$ cat config.mk
export PLATFORM = sky130hd
export DESIGN_NAME = fpfc_mul
export DESIGN_NICKNAME = d
export VERILOG_FILES = /design/src/rtl/fpfc_pkg.sv /design/src/rtl/fpfc_mul.sv
export SDC_FILE = /design/constraint.sdc
export NUM_CORES = 2
export LEC_CHECK = 0
export BUFFER_PORTS_ARGS = -buffer_cell sky130_fd_sc_hd__buf_4
export CORE_MARGIN = 3
export CORE_UTILIZATION = 50
export DETAILED_ROUTE_END_ITERATION = 10
export GPL_TIMING_DRIVEN = 1
export HOLD_SLACK_MARGIN = 0.05
export PLACE_DENSITY = 0.72
export SETUP_SLACK_MARGIN = 0.02
export SLEW_MARGIN = 20
export SYNTH_ARGS = -nofsm -noshare
export SYNTH_HDL_FRONTEND = slang
export SYNTH_SLANG_ARGS = --single-unit
export TNS_END_PERCENT = 100
$ cat constraint.sdc
create_clock -name clk -period 37.1 [get_ports clk]
set_input_delay 11.13 -clock clk [delete_from_list [all_inputs] [get_ports clk]]
set_output_delay 11.13 -clock clk [all_outputs]
set_load 0.02 [all_outputs]
$ cat src/rtl/fpfc_pkg.sv
// Shared types, constants and helper functions of the flame position flow controller.
// Depends on nothing; the core, the multiplier and the divider import it.
package fpfc_pkg;

  localparam int WINDOW     = 16;
  localparam int WIN_DEPTH  = WINDOW + 1;
  localparam int WIN_IDX_W  = $clog2(WIN_DEPTH);
  localparam int FILL_W     = $clog2(WIN_DEPTH + 1);
  localparam int Q_FRAC     = 16;
  localparam int DIV_STEPS  = 32 + Q_FRAC;
  localparam int DIV_CNT_W  = $clog2(DIV_STEPS);
  localparam int CFG_IDX_W  = 3;
  localparam int WIDE_W     = 40;

  typedef logic signed [31:0]       q_t;
  typedef logic signed [WIDE_W-1:0] wide_t;

  localparam q_t    Q_ONE  = 32'sd65536;
  localparam q_t    Q_MAX  = 32'sh7FFF_FFFF;
  localparam q_t    Q_MIN  = 32'sh8000_0000;
  localparam wide_t W_MAX  = 40'sd2147483647;
  localparam wide_t W_MIN  = -40'sd2147483648;

  localparam logic [1:0] LAW_NONE   = 2'd0;
  localparam logic [1:0] LAW_LINEAR = 2'd1;
  localparam logic [1:0] LAW_QUAD1  = 2'd2;
  localparam logic [1:0] LAW_QUAD2  = 2'd3;

  localparam logic [1:0]  LAW_RESET    = LAW_LINEAR;
  localparam logic [30:0] TAU_RESET    = 31'd65536;
  localparam q_t          TARGET_RESET = 32'sd0;
  localparam logic [30:0] SCALE_RESET  = 31'd65536;
  localparam logic [30:0] CHANGE_RESET = 31'd6554;
  localparam logic [30:0] VLIMIT_RESET = 31'h7FFF_FFFF;
  localparam logic [16:0] GAIN_RESET   = 17'd6554;
  localparam logic [30:0] START_RESET  = 31'd0;

  typedef enum logic [CFG_IDX_W-1:0] {
    CFG_LAW, CFG_TAU, CFG_TARGET, CFG_SCALE, CFG_CHANGE, CFG_VLIMIT, CFG_GAIN, CFG_START
  } cfg_idx_t;

  typedef struct packed {
    logic start;
    q_t   num;
    q_t   den;
  } div_req_t;

  typedef struct packed {
    logic done;
    q_t   quo;
  } div_rsp_t;

  typedef enum logic [5:0] {
    ST_IDLE, ST_ADV, ST_ADV_W, ST_SL_M, ST_SL_D, ST_SL_W, ST_PUSH,
    ST_WIN_RD, ST_WIN_DAT, ST_WIN_ACC, ST_NUM_D, ST_SPD_D, ST_SPD_W,
    ST_BL_M1, ST_BL_M2, ST_BL_W, ST_E_M, ST_E_D, ST_E_W,
    ST_L1_D, ST_L1_M, ST_L1_W, ST_L2_D, ST_L2_M, ST_L2_D2, ST_L2_M2,
    ST_L3_D, ST_L3_D2, ST_L3_D3, ST_L3_M1, ST_L3_M2, ST_L3_M3, ST_L3_W,
    ST_CL_M, ST_CL_W, ST_RT_D, ST_RT_W, ST_DONE, ST_DWAIT
  } seq_state_t;

  function automatic wide_t ext40(input q_t a);
    return {{(WIDE_W - 32){a[31]}}, a};
  endfunction

  function automatic q_t sat32(input wide_t x);
    q_t r;
    if (x > W_MAX) begin
      r = Q_MAX;
    end else if (x < W_MIN) begin
      r = Q_MIN;
    end else begin
      r = x[31:0];
    end
    return r;
  endfunction

endpackage

$ cat src/rtl/fpfc_mul.sv
// Shared Q16.16 multiplier with floor rounding, saturation and a registered result.
// Depends on fpfc_pkg.
module fpfc_mul (
  input  logic          clk,
  input  fpfc_pkg::q_t  op_a,
  input  fpfc_pkg::q_t  op_b,
  output fpfc_pkg::q_t  prod
);
  import fpfc_pkg::*;

  logic signed [63:0] full;
  logic signed [47:0] shr;
  q_t                 prod_r;

  assign full = op_a * op_b;
  assign shr  = full[63:Q_FRAC];

  always_ff @(posedge clk) begin
    if (shr > 48'sh0000_7FFF_FFFF) begin
      prod_r <= Q_MAX;
    end else if (shr < -48'sd2147483648) begin
      prod_r <= Q_MIN;
    end else begin
      prod_r <= shr[31:0];
    end
  end

  assign prod = prod_r;
endmodule

==> summary.md <==
| Metric | Value |
|---|---|
| Drt drc | 0 |
| Max cap viols | 0 |
| Clk root buf | clkbuf_16 |
| Biggest area consumer among synthesized cells | fa_1 |
| P&R area growth vs syn | 3.28% |
| Vias in the first global route | 29,500 |
| Largest register FFs | 32 |
| Met1 usage | 0.310 |
| CP Launch Type | primary input |
| Largest net degree at the start of global routing | 33 |
| Type of the tightest min-delay check | reg -> out |
| WP data arrival | 20.50 ns |
| Sequential fraction of the synthesis area | 0.0173 |
| Placed Instance Area | 0.0381 mm^2 |
| GP Congestion | 0.942 |
| Post-route cell area | 0.0383 mm^2 |
| Hold path depth | 1 |
| Effective utilization at floorplan | 0.506 |
| TritonCTS buffer count | 5 |
| First-pass GRT wire length | 153,000 um |
| Cells after Synth | 3,959 |
| Fillers | 6,693 |
| Final setup viols | 0 |
| Port bufs | 96 |
| Syn nets | 5,285 |
| FFs w/ async S/R, synth | 0 |
| F_max | 49.1 MHz |
| Die W | 278 um |
| Hold Violations, Final | 0 |
| EDFF count, synth | 0 |
| Layout cell share with drive strength beyond 1 | 0.0320 |
| Drt first-iter violations | 1,443 |
| Gr busiest metal | met2 |
| Slew Viols, Final | 0 |
| Cell Area, Synth | 0.0371 mm^2 |
| Count of cell types in the netlist | 64 |
| Top post-synthesis cells by area | fa_1, inv_1, and2_1, ha_1, nand2_1 |
| M2 GR Usage | 0.450 |
| Dominant synthesized flop cell | dfxtp_1 |
| Layout Nets | 5,167 |
| Initial DRT Pass Iterations | 5 |
| CP dominant cell by count | fa_1 |
| Std-Cell Rows | 99 |
| Post-CTS setup buffer count | 0 |
| Least-Margin Pin Slew | 0.912 ns |
| Yosys Warn Count | 0 |
| Via count | 25,800 |
| Post-cts repair resize count | 0 |
| Met3 Use GR | 0.0272 |
| Grt total ovfl | 0 |
| Commonest cells after routing, fill and taps aside | fa_1, inv_1, nand2_1 |
| Clk pin slew, worst setup/hold paths | 0.05 ns |
| Post-synth top area share | 0.584 |
| Hold Startpoint | prod[29] |
| Clock tree from TritonCTS | built |
| Part of the cycle the worst path needs | 0.549 |
| Vias/cell | 5.37 |
| Initial antenna violation count | 2 |
| Placed Cells | 4,793 |
| HPWL after DPL | 76,300 um |
| Delay of the slowest critical-path stage | 1.02 ns |
| RSZ-0062 raised after global routing | false |
| CP Class | in -> reg |
| Largest buffer count on any clock path | 2 |
| Avg Cell Area, Syn | 9.36 um^2 |
| Critical path endpoint category | flip-flop |
| Most common cell after layout, fill and taps aside | fa_1 |
| #FFs+latches synth | 32 |
| Core ar. | 0.0732 mm^2 |
| Post-route ant nets | 0 |
| GRT Util Overall | 0.246 |
| H-tree lvl count | 2 |
| Non-Filler Instances | 4,802 |
| Die Ht | 278 um |
| End of the worst hold path | prod[29] |
| Die area | 0.0774 mm^2 |
| # IOs | 97 |
| Req. time, crit path | 37.24 ns |
| Hold_buf cts | 0 |
| Post-route setup TNS | 0 ns |
| Slowest CP cell | fa_1 |
| Fin crit period | 20.36 ns |
| Drt wl/cell | 18.7 um |
| CTS Sinks | 32 |
| Final WL | 89,900 um |
| Slew HR | 0.391 |
| Status | finished, final reports clean |
| CP Max Fanout | 32 |
-- cells in the mapped netlist, types with 7 or more instances --
library cell / n
clkbuf_1: 207
dfxtp_1: 32
o21bai_1: 8
buf_2: 11
nand3_1: 15
inv_1: 931
a21o_1: 23
a211oi_1: 8
nand2_1: 551
nor2_1: 67
fa_1: 1081
a21oi_1: 59
and2_1: 503
nand2b_1: 10
ha_1: 180
nor3_1: 14
xnor2_1: 34
xor2_1: 28
o21ai_1: 32
nand4_1: 23
o21ai_0: 38
o221ai_1: 7
nor4_1: 9
a31oi_1: 7
-- cells by family (layout without fill, tap and decap cells) --
logic type | Yosys count | after routing | share of synthesized area
compound gates | 231 | 231 | 0.0408
xor+xnor | 62 | 62 | 0.0147
fa+ha+maj | 1261 | 1261 | 0.645
buf+inv | 1155 | 1038 | 0.119
flops | 32 | 32 | 0.0173
mux | 3 | 3 | 0.000810
other cells | 0 | 1 | 0
simple gates | 1215 | 1215 | 0.163
-- metrics by stage --
stage / hold WS [ns] / util / setup slack [ns]
6_report: 11.84 / 0.523 / 16.74
5_1_grt: 11.87 / 0.523 / 16.12
4_1_cts: 11.85 / 0.523 / 16.80
3_5_place_dp: 11.56 / 0.521 / 16.54
3_3_place_gp: 11.56 / 0.521 / 16.71
2_1_floorplan: 11.47 / - / 17.65
-- how the worst max path moves through the flow --
stage	start	end	slack, ns
after floorplan	op_b[2]	prod[13]	17.65
after global placement	op_b[2]	prod[23]	16.71
after detailed placement	op_b[3]	prod[4]	16.54
after CTS	op_b[2]	prod[4]	16.80
after global routing	op_b[3]	prod[23]	16.12
final	op_b[3]	prod[4]	16.74
-- area by class of cell --
type / count / area (um^2) / area share
tap: 959 / 1200 / 0.0313
inverter: 931 / 3490 / 0.0913
clock buffer: 6 / 129 / 0.00337
multi-input combinational: 2772 / 32000 / 0.837
sequential: 32 / 641 / 0.0167
timing repair buffer: 99 / 743 / 0.0194
clock inverter: 2 / 35.0 / 0.000915
antenna: 1 / 2.50 / 0.0000654
-- worst max-delay path, delay by kind of cell --
family | cells | cell delay [ns]
compound gates | 2 | 0.43
xor+xnor | 1 | 0.16
fa+ha+maj | 9 | 5.24
buf+inv | 6 | 1.42
simple gates | 9 | 2.07
-- metal layers --
layer	routed length, um	up-vias	share of wire
li1	-	11100	-
met1	35100	13700	0.39
met2	47700	744	0.53
met3	4120	192	0.046
met4	2910	2	0.032
met5	13	-	0.00014
Power is not shown: default switching activity piles up to over one toggle a cycle in this logic, so the estimate is an artifact.
