`config.mk`:
```
export PLATFORM = sky130hd
export DESIGN_NAME = fpfc_div
export DESIGN_NICKNAME = d
export VERILOG_FILES = /design/src/rtl/fpfc_pkg.sv /design/src/rtl/fpfc_div.sv
export SDC_FILE = /design/constraint.sdc
export NUM_CORES = 1
export LEC_CHECK = 0
export BUFFER_PORTS_ARGS = -buffer_cell sky130_fd_sc_hd__buf_2
export CORE_ASPECT_RATIO = 1.5
export CORE_UTILIZATION = 45
export DETAILED_ROUTE_END_ITERATION = 6
export HOLD_SLACK_MARGIN = 0.02
export SLEW_MARGIN = 25
export SYNTH_ARGS = -nofsm -noshare
export SYNTH_HDL_FRONTEND = slang
export SYNTH_SLANG_ARGS = --single-unit
```
`constraint.sdc`:
```
create_clock -name clk -period 4.05 [get_ports clk]
set_input_delay 0.2025 -clock clk [delete_from_list [all_inputs] [get_ports clk]]
set_output_delay 0.2025 -clock clk [all_outputs]
set_load 0.03 [all_outputs]
```
`src/rtl/fpfc_pkg.sv`:
```
// Shared types, constants and helper functions of the flame position flow controller.
// Depends on nothing; the core, the multiplier and the divider import it.
package fpfc_pkg;

  localparam int WINDOW     = 16;
  localparam int WIN_DEPTH  = WINDOW + 1;
  localparam int WIN_IDX_W  = $clog2(WIN_DEPTH);
  localparam int FILL_W     = $clog2(WIN_DEPTH + 1);
  localparam int Q_FRAC     = 16;
  localparam int DIV_STEPS  = 32 + Q_FRAC;
  localparam int DIV_CNT_W  = $clog2(DIV_STEPS);
  localparam int CFG_IDX_W  = 3;
  localparam int WIDE_W     = 40;

  typedef logic signed [31:0]       q_t;
  typedef logic signed [WIDE_W-1:0] wide_t;

  localparam q_t    Q_ONE  = 32'sd65536;
  localparam q_t    Q_MAX  = 32'sh7FFF_FFFF;
  localparam q_t    Q_MIN  = 32'sh8000_0000;
  localparam wide_t W_MAX  = 40'sd2147483647;
  localparam wide_t W_MIN  = -40'sd2147483648;

  localparam logic [1:0] LAW_NONE   = 2'd0;
  localparam logic [1:0] LAW_LINEAR = 2'd1;
  localparam logic [1:0] LAW_QUAD1  = 2'd2;
  localparam logic [1:0] LAW_QUAD2  = 2'd3;

  localparam logic [1:0]  LAW_RESET    = LAW_LINEAR;
  localparam logic [30:0] TAU_RESET    = 31'd65536;
  localparam q_t          TARGET_RESET = 32'sd0;
  localparam logic [30:0] SCALE_RESET  = 31'd65536;
  localparam logic [30:0] CHANGE_RESET = 31'd6554;
  localparam logic [30:0] VLIMIT_RESET = 31'h7FFF_FFFF;
  localparam logic [16:0] GAIN_RESET   = 17'd6554;
  localparam logic [30:0] START_RESET  = 31'd0;

  typedef enum logic [CFG_IDX_W-1:0] {
    CFG_LAW, CFG_TAU, CFG_TARGET, CFG_SCALE, CFG_CHANGE, CFG_VLIMIT, CFG_GAIN, CFG_START
  } cfg_idx_t;

  typedef struct packed {
    logic start;
    q_t   num;
    q_t   den;
  } div_req_t;

  typedef struct packed {
    logic done;
    q_t   quo;
  } div_rsp_t;

  typedef enum logic [5:0] {
    ST_IDLE, ST_ADV, ST_ADV_W, ST_SL_M, ST_SL_D, ST_SL_W, ST_PUSH,
    ST_WIN_RD, ST_WIN_DAT, ST_WIN_ACC, ST_NUM_D, ST_SPD_D, ST_SPD_W,
    ST_BL_M1, ST_BL_M2, ST_BL_W, ST_E_M, ST_E_D, ST_E_W,
    ST_L1_D, ST_L1_M, ST_L1_W, ST_L2_D, ST_L2_M, ST_L2_D2, ST_L2_M2,
    ST_L3_D, ST_L3_D2, ST_L3_D3, ST_L3_M1, ST_L3_M2, ST_L3_M3, ST_L3_W,
    ST_CL_M, ST_CL_W, ST_RT_D, ST_RT_W, ST_DONE, ST_DWAIT
  } seq_state_t;

  function automatic wide_t ext40(input q_t a);
    return {{(WIDE_W - 32){a[31]}}, a};
  endfunction

  function automatic q_t sat32(input wide_t x);
    q_t r;
    if (x > W_MAX) begin
      r = Q_MAX;
    end else if (x < W_MIN) begin
      r = Q_MIN;
    end else begin
      r = x[31:0];
    end
    return r;
  endfunction

endpackage

```
`src/rtl/fpfc_div.sv`:
```
// Shared Q16.16 divider, one quotient bit per cycle, truncating and saturating.
// Depends on fpfc_pkg.
module fpfc_div (
  input  logic               clk,
  input  logic               rst_n,
  input  fpfc_pkg::div_req_t req,
  output fpfc_pkg::div_rsp_t rsp
);
  import fpfc_pkg::*;

  logic                 run_r, fin_r, done_r, neg_r;
  logic [DIV_CNT_W-1:0] cnt_r;
  logic [DIV_STEPS-1:0] dvd_r;
  logic [31:0]          dvs_r, rem_r;
  q_t                   quo_r;
  logic [31:0]          mag_a, mag_b;
  logic [32:0]          rem_sh, rem_sub;
  logic                 fits;
  logic                 den_zero;
  logic                 last_step;

  assign mag_a     = req.num[31] ? (~req.num + 32'd1) : req.num;
  assign mag_b     = req.den[31] ? (~req.den + 32'd1) : req.den;
  assign den_zero  = (req.den == 32'sd0);
  assign rem_sh    = {rem_r, dvd_r[DIV_STEPS-1]};
  assign rem_sub   = rem_sh - {1'b0, dvs_r};
  assign fits      = (rem_sh >= {1'b0, dvs_r});
  assign last_step = (cnt_r == DIV_CNT_W'(DIV_STEPS - 1));

  always_ff @(posedge clk) begin
    if (!rst_n) begin
      run_r  <= 1'b0;
      fin_r  <= 1'b0;
      done_r <= 1'b0;
      cnt_r  <= '0;
    end else begin
      done_r <= (req.start && den_zero) || (!req.start && !run_r && fin_r);
      fin_r  <= !req.start && run_r && last_step;
      if (req.start) begin
        if (!den_zero) begin
          run_r <= 1'b1;
          cnt_r <= '0;
        end
      end else if (run_r) begin
        cnt_r <= cnt_r + 1'b1;
        if (last_step) begin
          run_r <= 1'b0;
        end
      end
    end
  end

  always_ff @(posedge clk) begin
    if (req.start) begin
      neg_r <= req.num[31] ^ req.den[31];
      dvd_r <= {mag_a, {Q_FRAC{1'b0}}};
      dvs_r <= mag_b;
      rem_r <= '0;
      if (den_zero) begin
        if (req.num == 32'sd0) begin
          quo_r <= 32'sd0;
        end else if (req.num[31]) begin
          quo_r <= Q_MIN;
        end else begin
          quo_r <= Q_MAX;
        end
      end
    end else if (run_r) begin
      rem_r <= fits ? rem_sub[31:0] : rem_sh[31:0];
      dvd_r <= {dvd_r[DIV_STEPS-2:0], fits};
    end else if (fin_r) begin
      if (!neg_r) begin
        quo_r <= (dvd_r > DIV_STEPS'(32'h7FFF_FFFF)) ? Q_MAX : dvd_r[31:0];
      end else begin
        quo_r <= (dvd_r > DIV_STEPS'(32'h8000_0000)) ? Q_MIN : (~dvd_r[31:0] + 32'd1);
      end
    end
  end

  assign rsp.done = done_r;
  assign rsp.quo  = quo_r;
endmodule
```
==> flow_metrics.py, run 1 <==
metrics = {
    "outcome": {
        "status": "complete, no violations",
    },
    "synth": {
        "synth_edf_count": 97,
        "synth_area_um2": 9892,
        "synth.largest_area_cell": "edfxtp_1",
        "synth.area.top_cells": "edfxtp_1 (29%), dfxtp_1 (12%), xnor2_1 (6.5%), nand2_1 (4.6%), ha_1 (4.6%)",
        "async_reset_ff_share_pct": 0,
        "syn_area_per_cell_um2": 8.928,
        "synth_cell_type_count": 70,
        "synth_warnings": 0,
        "ys_ff_latch": 154,
        "synth_nets": 1212,
        "yosys.area.top_type_share_pct": 29.45,
        "ys_top_cells_by_count": "nand2_1 (121), edfxtp_1 (97), nor2_1 (96)",
        "ys.flop_type": "edfxtp_1",
        "netlist_instances": 1108,
        "synth.most_common_cell": "nand2_1",
        "seq_area_frac_synth_pct": 40.98,
    },
    "detailed_routing": {
        "wl_mm": 24.40,
        "drt-pass1-iter-count": 5,
        "wl_per_cell_um": 16.58,
        "num_vias": 8444,
        "first_iter_violations": 478,
        "viasPerCell": 5.736,
        "drc": 0,
        "drt.antenna.violating_nets": 0,
    },
    "cts": {
        "cts_buffers": 17,
        "cts_tree": "yes",
        "post-cts-setup-buffer-count": 0,
        "htree_levels": 4,
        "cts.path.max_buffers": 2,
        "clkSinkCount": 154,
        "clk_latency_ns": 0.43,
        "cts_resized": 0,
        "root_buffer": "clkbuf_16",
        "clkTransAtPathRegs_ns": 0.06,
    },
    "power_and_ir_drop": {
        "swShare_pct": 28.11,
        "switchingPower_mw": 1.207,
        "p_seq_share_pct": 43.3,
        "vdd_drop_max_uv": 269.9,
        "pwr-share-comb_pct": 19.4,
        "clock_power_share_pct": 37.3,
        "power.leakage_nw": 4.427,
        "powerDensity_nw_per_um2": 382.4,
        "power.total_mw": 4.295,
        "p_int_mw": 3.088,
    },
    "final_layout": {
        "areaGrowthSynthToFinish_pct": 13.55,
        "diodes": 0,
        "nets": 1292,
        "drive_gt1_share_pct": 13.75,
        "regArea_um2": 4055,
        "multi_input_area_um2": 5418,
        "fillers": 2053,
    },
    "placed_design": {
        "pre_cts_ws_ns": 0.5657,
        "numPortBuffers": 99,
        "gp_congestion": 0.8877,
        "hpwl_mm": 17.94,
    },
    "flow_run": {
        "drv_cap": 0,
    },
    "sta": {
        "rsz0062_at_grt": "false",
        "setup_ws_ns": 0.5623,
        "finalCriticalPeriod_ns": 3.488,
        "relSlewSlack_pct": 39.28,
        "hold_violations": 0,
        "worst_pin_slew_ns": 0.9108,
        "setup_viol": 0,
        "finalSetupTns_ns": 0,
        "fin_hold_ws_ns": 0.07011,
        "slew_violations": 0,
        "fin_skew_ns": 0.009526,
        "max_freq_ghz": 0.2867,
        "min_period_over_period_pct": 86.12,
    },
    "grt": {
        "grt_pass1_wl_mm": 39.39,
        "grt_use_total_pct": 22.34,
        "grt_overflow_total": 0,
        "grt_pass1_vias": 8088,
        "antenna_found_initial": 0,
        "grt_max_degree": 49,
    },
    "setup_path": {
        "crit_fanout": 9,
        "worstPathRequired_ns": 4.33,
        "cp-end-kind": "register",
        "criticalPathCategory": "register to register",
        "arrival_ns": 3.77,
        "cp-start-kind": "register",
    },
    "die": {
        "die_w_um": 123.1,
        "io_pins": 100,
        "start_util_pct": 45.72,
        "dieArea_um2": 22590,
        "rows": 66,
        "core_region_area_um2": 21640,
        "die_y_um": 183.6,
    },
    "min_path": {
        "hp-class": "input port to register",
    },
}
-- cells by family (layout without fill, tap and decap cells) --
kind of cell	Yosys count	count (layout)	synth area share, %
compound gates	323	323	21.87
xor+xnor	83	83	7.349
fa+ha+maj	37	37	4.756
buf+inv	111	203	4.338
flops	154	154	40.98
mux	25	25	2.530
simple gates	375	375	18.18
-- through the flow --
step	cell area, um2	std cells	util (%)
3_5_place_dp	10640	1440	49.18
2_1_floorplan	9892	1108	-
3_3_place_gp	10640	1440	49.18
6_report	11230	1472	51.91
4_1_cts	11230	1472	51.91
5_1_grt	11230	1472	51.91
-- flip-flops by register name, summed over array words and instances, names as in the netlist --
register	count
neg_r	1
dvd_r	48
run_r	1
cnt_r	6
rem_r	32
done_r	1
fin_r	1
dvs_r	32
quo_r	32
-- cell type report --
class	instances	area share, %
clock buffers	19	3.854
flip-flops and latches	154	36.10
repair buffers	116	5.592
inverters	56	1.871
clock inverters	12	1.314
multi-input cells	843	48.23
well taps	272	3.030
-- layer usage --
metal | wire (um) | part of all wire, % | track usage [%]
met1 | 10140 | 42 | 24.90
met2 | 12740 | 52 | 40.90
met3 | 639 | 2.6 | 2.854
met4 | 877 | 3.6 | 11.18
met5 | 0 | 0 | 0
-- layout by cell type, fill, tap and decap left out, types with 31 or more instances in the layout --
master / n
a22o_1: 31
nor2_1: 96
ha_1: 36
buf_2: 98
inv_1: 55
xnor2_1: 73
o21ai_0: 85
edfxtp_1: 97
a21oi_1: 67
dfxtp_1: 56
nand2_1: 121
-- path summary, 6_finish.rpt --
kind / to / from / cells after the start / slack, ns
worst max-delay path: rem_r[11]$_SDFFE_PP0P_ / dvs_r[10]$_DFFE_PP_ / 11 / 0.56
worst min-delay path: fin_r$_SDFF_PN0_ / rst_n / 3 / 0.07
worst max register to register: rem_r[11]$_SDFFE_PP0P_ / dvs_r[10]$_DFFE_PP_ / 11 / 0.56
worst min register to register: cnt_r[5]$_SDFFE_PN0P_ / cnt_r[5]$_SDFFE_PN0P_ / 1 / 0.47
-- power by group through the flow --
stage | Clock (mW) | Sequential, mW | Combinational, mW
finish | 1.60 | 1.86 | 0.832
global route | 1.69 | 1.87 | 0.927
CTS | 1.63 | 1.86 | 0.829
detailed placement | 0 | 1.89 | 0.823
global placement | 0 | 1.89 | 0.820
floorplan | 0 | 1.86 | 0.614
-- timing repair --
item,4_1_cts,5_1_grt
hold buffers,1,0
endpoints found under the hold margin,1,0
setup endpoints to repair,0,0
-- worst max-delay path: stages (launching register included) --
cell,delay [ns]
edfxtp_1,0.32
inv_1,0.04
ha_1,0.37
a21o_1,0.21
a21o_1,0.17
a221oi_1,0.45
a21oi_1,0.21
o21ai_1,0.48
nand2_1,0.42
buf_4,0.32
a31oi_1,0.23
a211oi_1,0.12
Note: power is estimated with default switching activity, not from simulation.
==> inputs of run 2 (changes only) <==
Settings changed: PLACE_DENSITY set to 0.64.
==> run 2 against run 1 <==
Compared with the run above: sequential share of layout area decreased by 0.15 points; maximum frequency down 4.1%; count of clock-buffer cells in the layout rose by 1; die area is the same; first-iteration DRC count up 11%; via count about the same; highest routed layer unchanged.
==> flow_metrics.py, run 2 (same netlist as run 1, synthesis figures left out) <==
metrics = {
    "cts": {
        "clk_latency_ns": 0.44,
        "htree_levels": 4,
        "cts.path.max_buffers": 2,
        "clkTransAtPathRegs_ns": 0.06,
        "root_buffer": "clkbuf_16",
        "cts_tree": "yes",
        "post-cts-setup-buffer-count": 0,
        "clkSinkCount": 154,
        "cts_buffers": 17,
    },
    "die": {
        "die_y_um": 183.6,
        "core_region_area_um2": 21640,
        "rows": 66,
        "io_pins": 100,
        "dieArea_um2": 22590,
        "start_util_pct": 45.72,
        "die_w_um": 123.1,
    },
    "grt": {
        "grt_pass1_vias": 8051,
        "grt_use_total_pct": 22.44,
        "antenna_found_initial": 0,
        "grt_max_degree": 68,
        "grt_overflow_total": 0,
        "grt_pass1_wl_mm": 39.54,
    },
    "final_layout": {
        "final_area_um2": 11280,
        "final_common_cell": "nand2_1",
        "drive_gt1_share_pct": 13.75,
        "areaGrowthSynthToFinish_pct": 14.01,
        "most-common-layout-cells": "nand2_1 (121), buf_2 (98), edfxtp_1 (97), nor2_1 (96), o21ai_0 (85)",
        "largest_reg_flops": 48,
        "final_core_util_pct": 52.13,
        "nets": 1291,
        "top_register": "dvd_r",
        "layout.cells.non_filler": 1472,
        "diodes": 0,
    },
    "sta": {
        "finalSetupTns_ns": 0,
        "worst_pin_slew_ns": 0.8499,
        "finalCriticalPeriod_ns": 3.636,
        "max_freq_ghz": 0.2750,
        "rsz0062_at_grt": "false",
        "min_period_over_period_pct": 89.79,
        "fin_skew_ns": 0.009310,
        "relSlewSlack_pct": 43.34,
        "setup_viol": 0,
        "hold_violations": 0,
        "slew_violations": 0,
    },
    "flow_run": {
        "drv_cap": 0,
    },
    "placed_design": {
        "numPortBuffers": 99,
        "place_area_um2": 10630,
        "gp_congestion": 0.9124,
        "placed_cells": 1439,
        "hpwl_mm": 17.83,
    },
    "setup_path": {
        "worstPathRequired_ns": 4.39,
        "crit_fanout": 10,
        "arrival_ns": 3.98,
        "critPathLaunch": "dvs_r[26]$_DFFE_PP_",
        "criticalPathCategory": "register to register",
        "cp-start-kind": "register",
        "reg2reg_slack_ns": 0.41,
        "reg2regPathDepth": 12,
        "cp-end-kind": "register",
        "reg2reg_from": "dvs_r[26]$_DFFE_PP_",
        "r2r_end": "rem_r[24]$_SDFFE_PP0P_",
    },
    "detailed_routing": {
        "first_iter_violations": 530,
        "drc": 0,
        "wl_mm": 24.12,
        "wl_met2_mm": 12.82,
        "wl_met1_mm": 9.888,
        "wl_per_cell_um": 16.38,
        "drt-pass1-iter-count": 5,
        "num_vias": 8438,
        "wl_met3_um": 822,
        "drt.antenna.violating_nets": 0,
        "viasPerCell": 5.732,
        "top_layer": "met4",
    },
    "min_path": {
        "whs_path_depth": 3,
        "hp-class": "input port to register",
        "min_from": "rst_n",
        "min_to": "fin_r$_SDFF_PN0_",
    },
    "outcome": {
        "status": "complete, no violations",
    },
    "power_and_ir_drop": {
        "power.leakage_nw": 4.440,
        "vdd_drop_max_uv": 295.7,
        "powerDensity_nw_per_um2": 391.9,
    },
}
run 2: layout make-up:
class,instances,area (um2)
fill,2044,10360
multi-input combinational,843,5416
sequential,154,4055
timing repair buffer,115,620.6
clock buffer,20,436.7
tap,272,340.3
inverter,56,210.2
clock inverter,12,198.9
run 2: timing repair:
item	CTS	global route
hold endpoints to repair	1	0
gates resized for setup	0	0
hold buffers	1	0
run 2: stage by stage:
step	power, mW	hold WS [ns]	setup slack, ns
CTS	4.449	0.05733	0.4165
floorplan	2.474	0.3014	1.047
global route	4.632	0.06917	0.2276
finish	4.420	0.06841	0.4135
global placement	2.704	0.4395	0.4260
detailed placement	2.713	0.4397	0.4093
run 2: power breakdown:
part           switching [mW]  total, mW  internal, mW
clock                   0.640       1.73          1.09
sequential             0.0761       1.86          1.78
combinational           0.488      0.827         0.339
total                    1.20       4.42          3.22
run 2: worst max-delay path: stages, from the launching register on:
cell and delay [ns]:
edfxtp_1 0.32, inv_1 0.05, ha_1 0.40, nand4_1 0.22, nor3_1 0.49, nand3_1 0.17, or4_1 0.45, o2111ai_1 0.14
a21boi_2 0.15, and2_1 0.33, buf_4 0.24, or3b_1 0.36, a311oi_1 0.23
run 2: worst max path at each step:
stage / to / slack, ns / depth (start not counted)
after floorplan: quo_r[0]$_DFFE_PP_ / 1.05 / 5
after global placement: rem_r[24]$_SDFFE_PP0P_ / 0.43 / 12
after detailed placement: rem_r[24]$_SDFFE_PP0P_ / 0.41 / 12
after CTS: rem_r[24]$_SDFFE_PP0P_ / 0.42 / 12
after global routing: rem_r[24]$_SDFFE_PP0P_ / 0.23 / 12
final: rem_r[24]$_SDFFE_PP0P_ / 0.41 / 12
run 2: layer usage:
| metal | GRT usage (%) | vias to the layer above |
|---|---|---|
| met1 | 25.24 | 3973 |
| met2 | 41.33 | 200 |
| met5 | 0 | - |
| met3 | 3.381 | 45 |
| met4 | 9.398 | 0 |
| li1 | - | 4220 |
==> inputs of run 3 (changes only) <==
Settings changed: CORE_MARGIN set to 8, SKIP_LAST_GASP set to 1.
==> run 3 against run 2 <==
Compared with the run above: non-clock buffer count unchanged; worst setup slack better by 0.098 ns; maximum frequency is 2.8% higher; highest routed layer unchanged.
==> flow_metrics.py, run 3 (same netlist as run 1, synthesis figures left out) <==
metrics = {
    "outcome": {
        "status": "complete, no violations",
    },
    "cts": {
        "cts.path.max_buffers": 2,
        "cts_tree": "yes",
        "root_buffer": "clkbuf_16",
        "clkSinkCount": 154,
        "cts_buffers": 17,
        "clk_latency_ns": 0.43,
        "htree_levels": 4,
        "clkTransAtPathRegs_ns": 0.07,
        "cts_resized": 0,
    },
    "sta": {
        "rsz0062_at_grt": "false",
        "relSlewSlack_pct": 45.05,
        "setup_viol": 0,
        "finalSetupTns_ns": 0,
        "setup_ws_ns": 0.5111,
        "max_freq_ghz": 0.2826,
        "finalCriticalPeriod_ns": 3.539,
        "hold_violations": 0,
        "slew_violations": 0,
        "min_period_over_period_pct": 87.38,
        "fin_skew_ns": 0.01188,
        "worst_pin_slew_ns": 0.8242,
    },
    "grt": {
        "grt_max_degree": 53,
        "grt_pass1_wl_mm": 39.93,
        "antenna_found_initial": 0,
        "grt_overflow_total": 0,
        "grt_pass1_vias": 8169,
        "grt_use_total_pct": 18.23,
    },
    "final_layout": {
        "multi_input_area_um2": 5416,
        "nets": 1291,
        "areaGrowthSynthToFinish_pct": 13.66,
        "final_common_cell": "nand2_1",
        "top_register": "dvd_r",
        "most-common-layout-cells": "nand2_1 (121), buf_2 (98), edfxtp_1 (97), nor2_1 (96), o21ai_0 (85)",
        "drive_gt1_share_pct": 14.08,
        "diodes": 0,
        "largest_reg_flops": 48,
        "regArea_um2": 4055,
        "fillers": 2041,
    },
    "power_and_ir_drop": {
        "power.leakage_nw": 4.430,
        "vdd_drop_max_uv": 280.6,
        "powerDensity_nw_per_um2": 384.1,
    },
    "die": {
        "die_w_um": 137.1,
        "core_region_area_um2": 21640,
        "dieArea_um2": 27080,
        "rows": 66,
        "start_util_pct": 45.72,
        "io_pins": 100,
        "die_y_um": 197.6,
    },
    "detailed_routing": {
        "drt.antenna.violating_nets": 0,
        "drc": 0,
        "drt-pass1-iter-count": 7,
        "num_vias": 8515,
        "wl_per_cell_um": 16.73,
        "first_iter_violations": 645,
        "wl_mm": 24.62,
        "viasPerCell": 5.785,
    },
    "setup_path": {
        "crit_fanout": 18,
        "cp-start-kind": "register",
        "arrival_ns": 3.88,
        "criticalPathCategory": "register to register",
        "cp-end-kind": "register",
        "worstPathRequired_ns": 4.39,
    },
    "flow_run": {
        "drv_cap": 0,
    },
    "placed_design": {
        "numPortBuffers": 99,
        "pre_cts_ws_ns": 0.4981,
        "gp_congestion": 0.9225,
        "hpwl_mm": 18.38,
    },
    "min_path": {
        "hp-class": "input port to register",
    },
}
run 3: cell count changes in the layout (fill, tap and decap cells not counted):
cell / before / now
bufinv_16: 5 / 2
clkbuf_1: 3 / 0
clkinv_1: 1 / 0
clkinv_2: 1 / 0
clkinvlp_2: 0 / 1
clkinvlp_4: 3 / 2
inv_6: 1 / 6
inv_8: 0 / 3
run 3: worst paths after layout:
path                            slack [ns]             startpoint                endpoint  cells past startpoint
worst min-delay path                  0.08                req[19]     dvs_r[19]$_DFFE_PP_                      2
worst min register to register        0.47  cnt_r[5]$_SDFFE_PN0P_   cnt_r[5]$_SDFFE_PN0P_                      1
worst max register to register        0.51    dvs_r[26]$_DFFE_PP_  rem_r[24]$_SDFFE_PP0P_                     12
worst max-delay path                  0.51    dvs_r[26]$_DFFE_PP_  rem_r[24]$_SDFFE_PP0P_                     12
run 3: layout make-up:
type                            count  share of cell area, %
Tap cell                          272                  3.027
Inverter                           56                  1.870
Sequential cell                   154                  36.07
Clock inverter                     15                  1.558
Timing Repair Buffer              115                  5.520
Clock buffer                       17                  3.784
Multi-Input combinational cell    843                  48.17
run 3: metrics by stage:
| stage | cell area (um2) | power (mW) | instances | hold WS (ns) | utilization [%] |
|---|---|---|---|---|---|
| after floorplan | 9892 | 2.474 | 1108 | 0.3014 | - |
| after global placement | 10630 | 2.703 | 1439 | 0.4445 | 49.14 |
| after detailed placement | 10630 | 2.708 | 1439 | 0.4535 | 49.14 |
| after CTS | 11240 | 4.349 | 1472 | 0.06639 | 51.97 |
| after global routing | 11240 | 4.511 | 1472 | 0.08716 | 51.97 |
| final | 11240 | 4.318 | 1472 | 0.07888 | 51.97 |
run 3: timing repair:
action,4_1_cts,5_1_grt
hold buffers,1,0
buffers inserted,0,0
endpoints found under the hold margin,1,0
run 3: per-layer routing:
| metal | up-vias | track usage [%] | wire [um] |
|---|---|---|---|
| met1 | 4008 | 21.07 | 10160 |
| met2 | 233 | 32.36 | 12660 |
| met5 | - | 0 | 0 |
| met4 | 0 | 7.472 | 724 |
| li1 | 4227 | - | - |
| met3 | 47 | 3.030 | 1076 |
run 3: where the power goes:
part	leakage, nW	total [mW]	internal [mW]	switching [mW]
Clock	0.288	1.63	0.931	0.704
Combinational	2.73	0.818	0.339	0.479
Sequential	1.41	1.87	1.78	0.0818
run 3: critical path, stage by stage (launching register included):
cell and delay [ns]:
edfxtp_1 0.32, inv_1 0.04, ha_1 0.39, nand4_1 0.22, nor3_1 0.44, nand3_1 0.13
or4_1 0.44, o2111ai_1 0.14, a21boi_2 0.15, and2_1 0.30, buf_4 0.25, or3b_1 0.38
a311oi_1 0.24
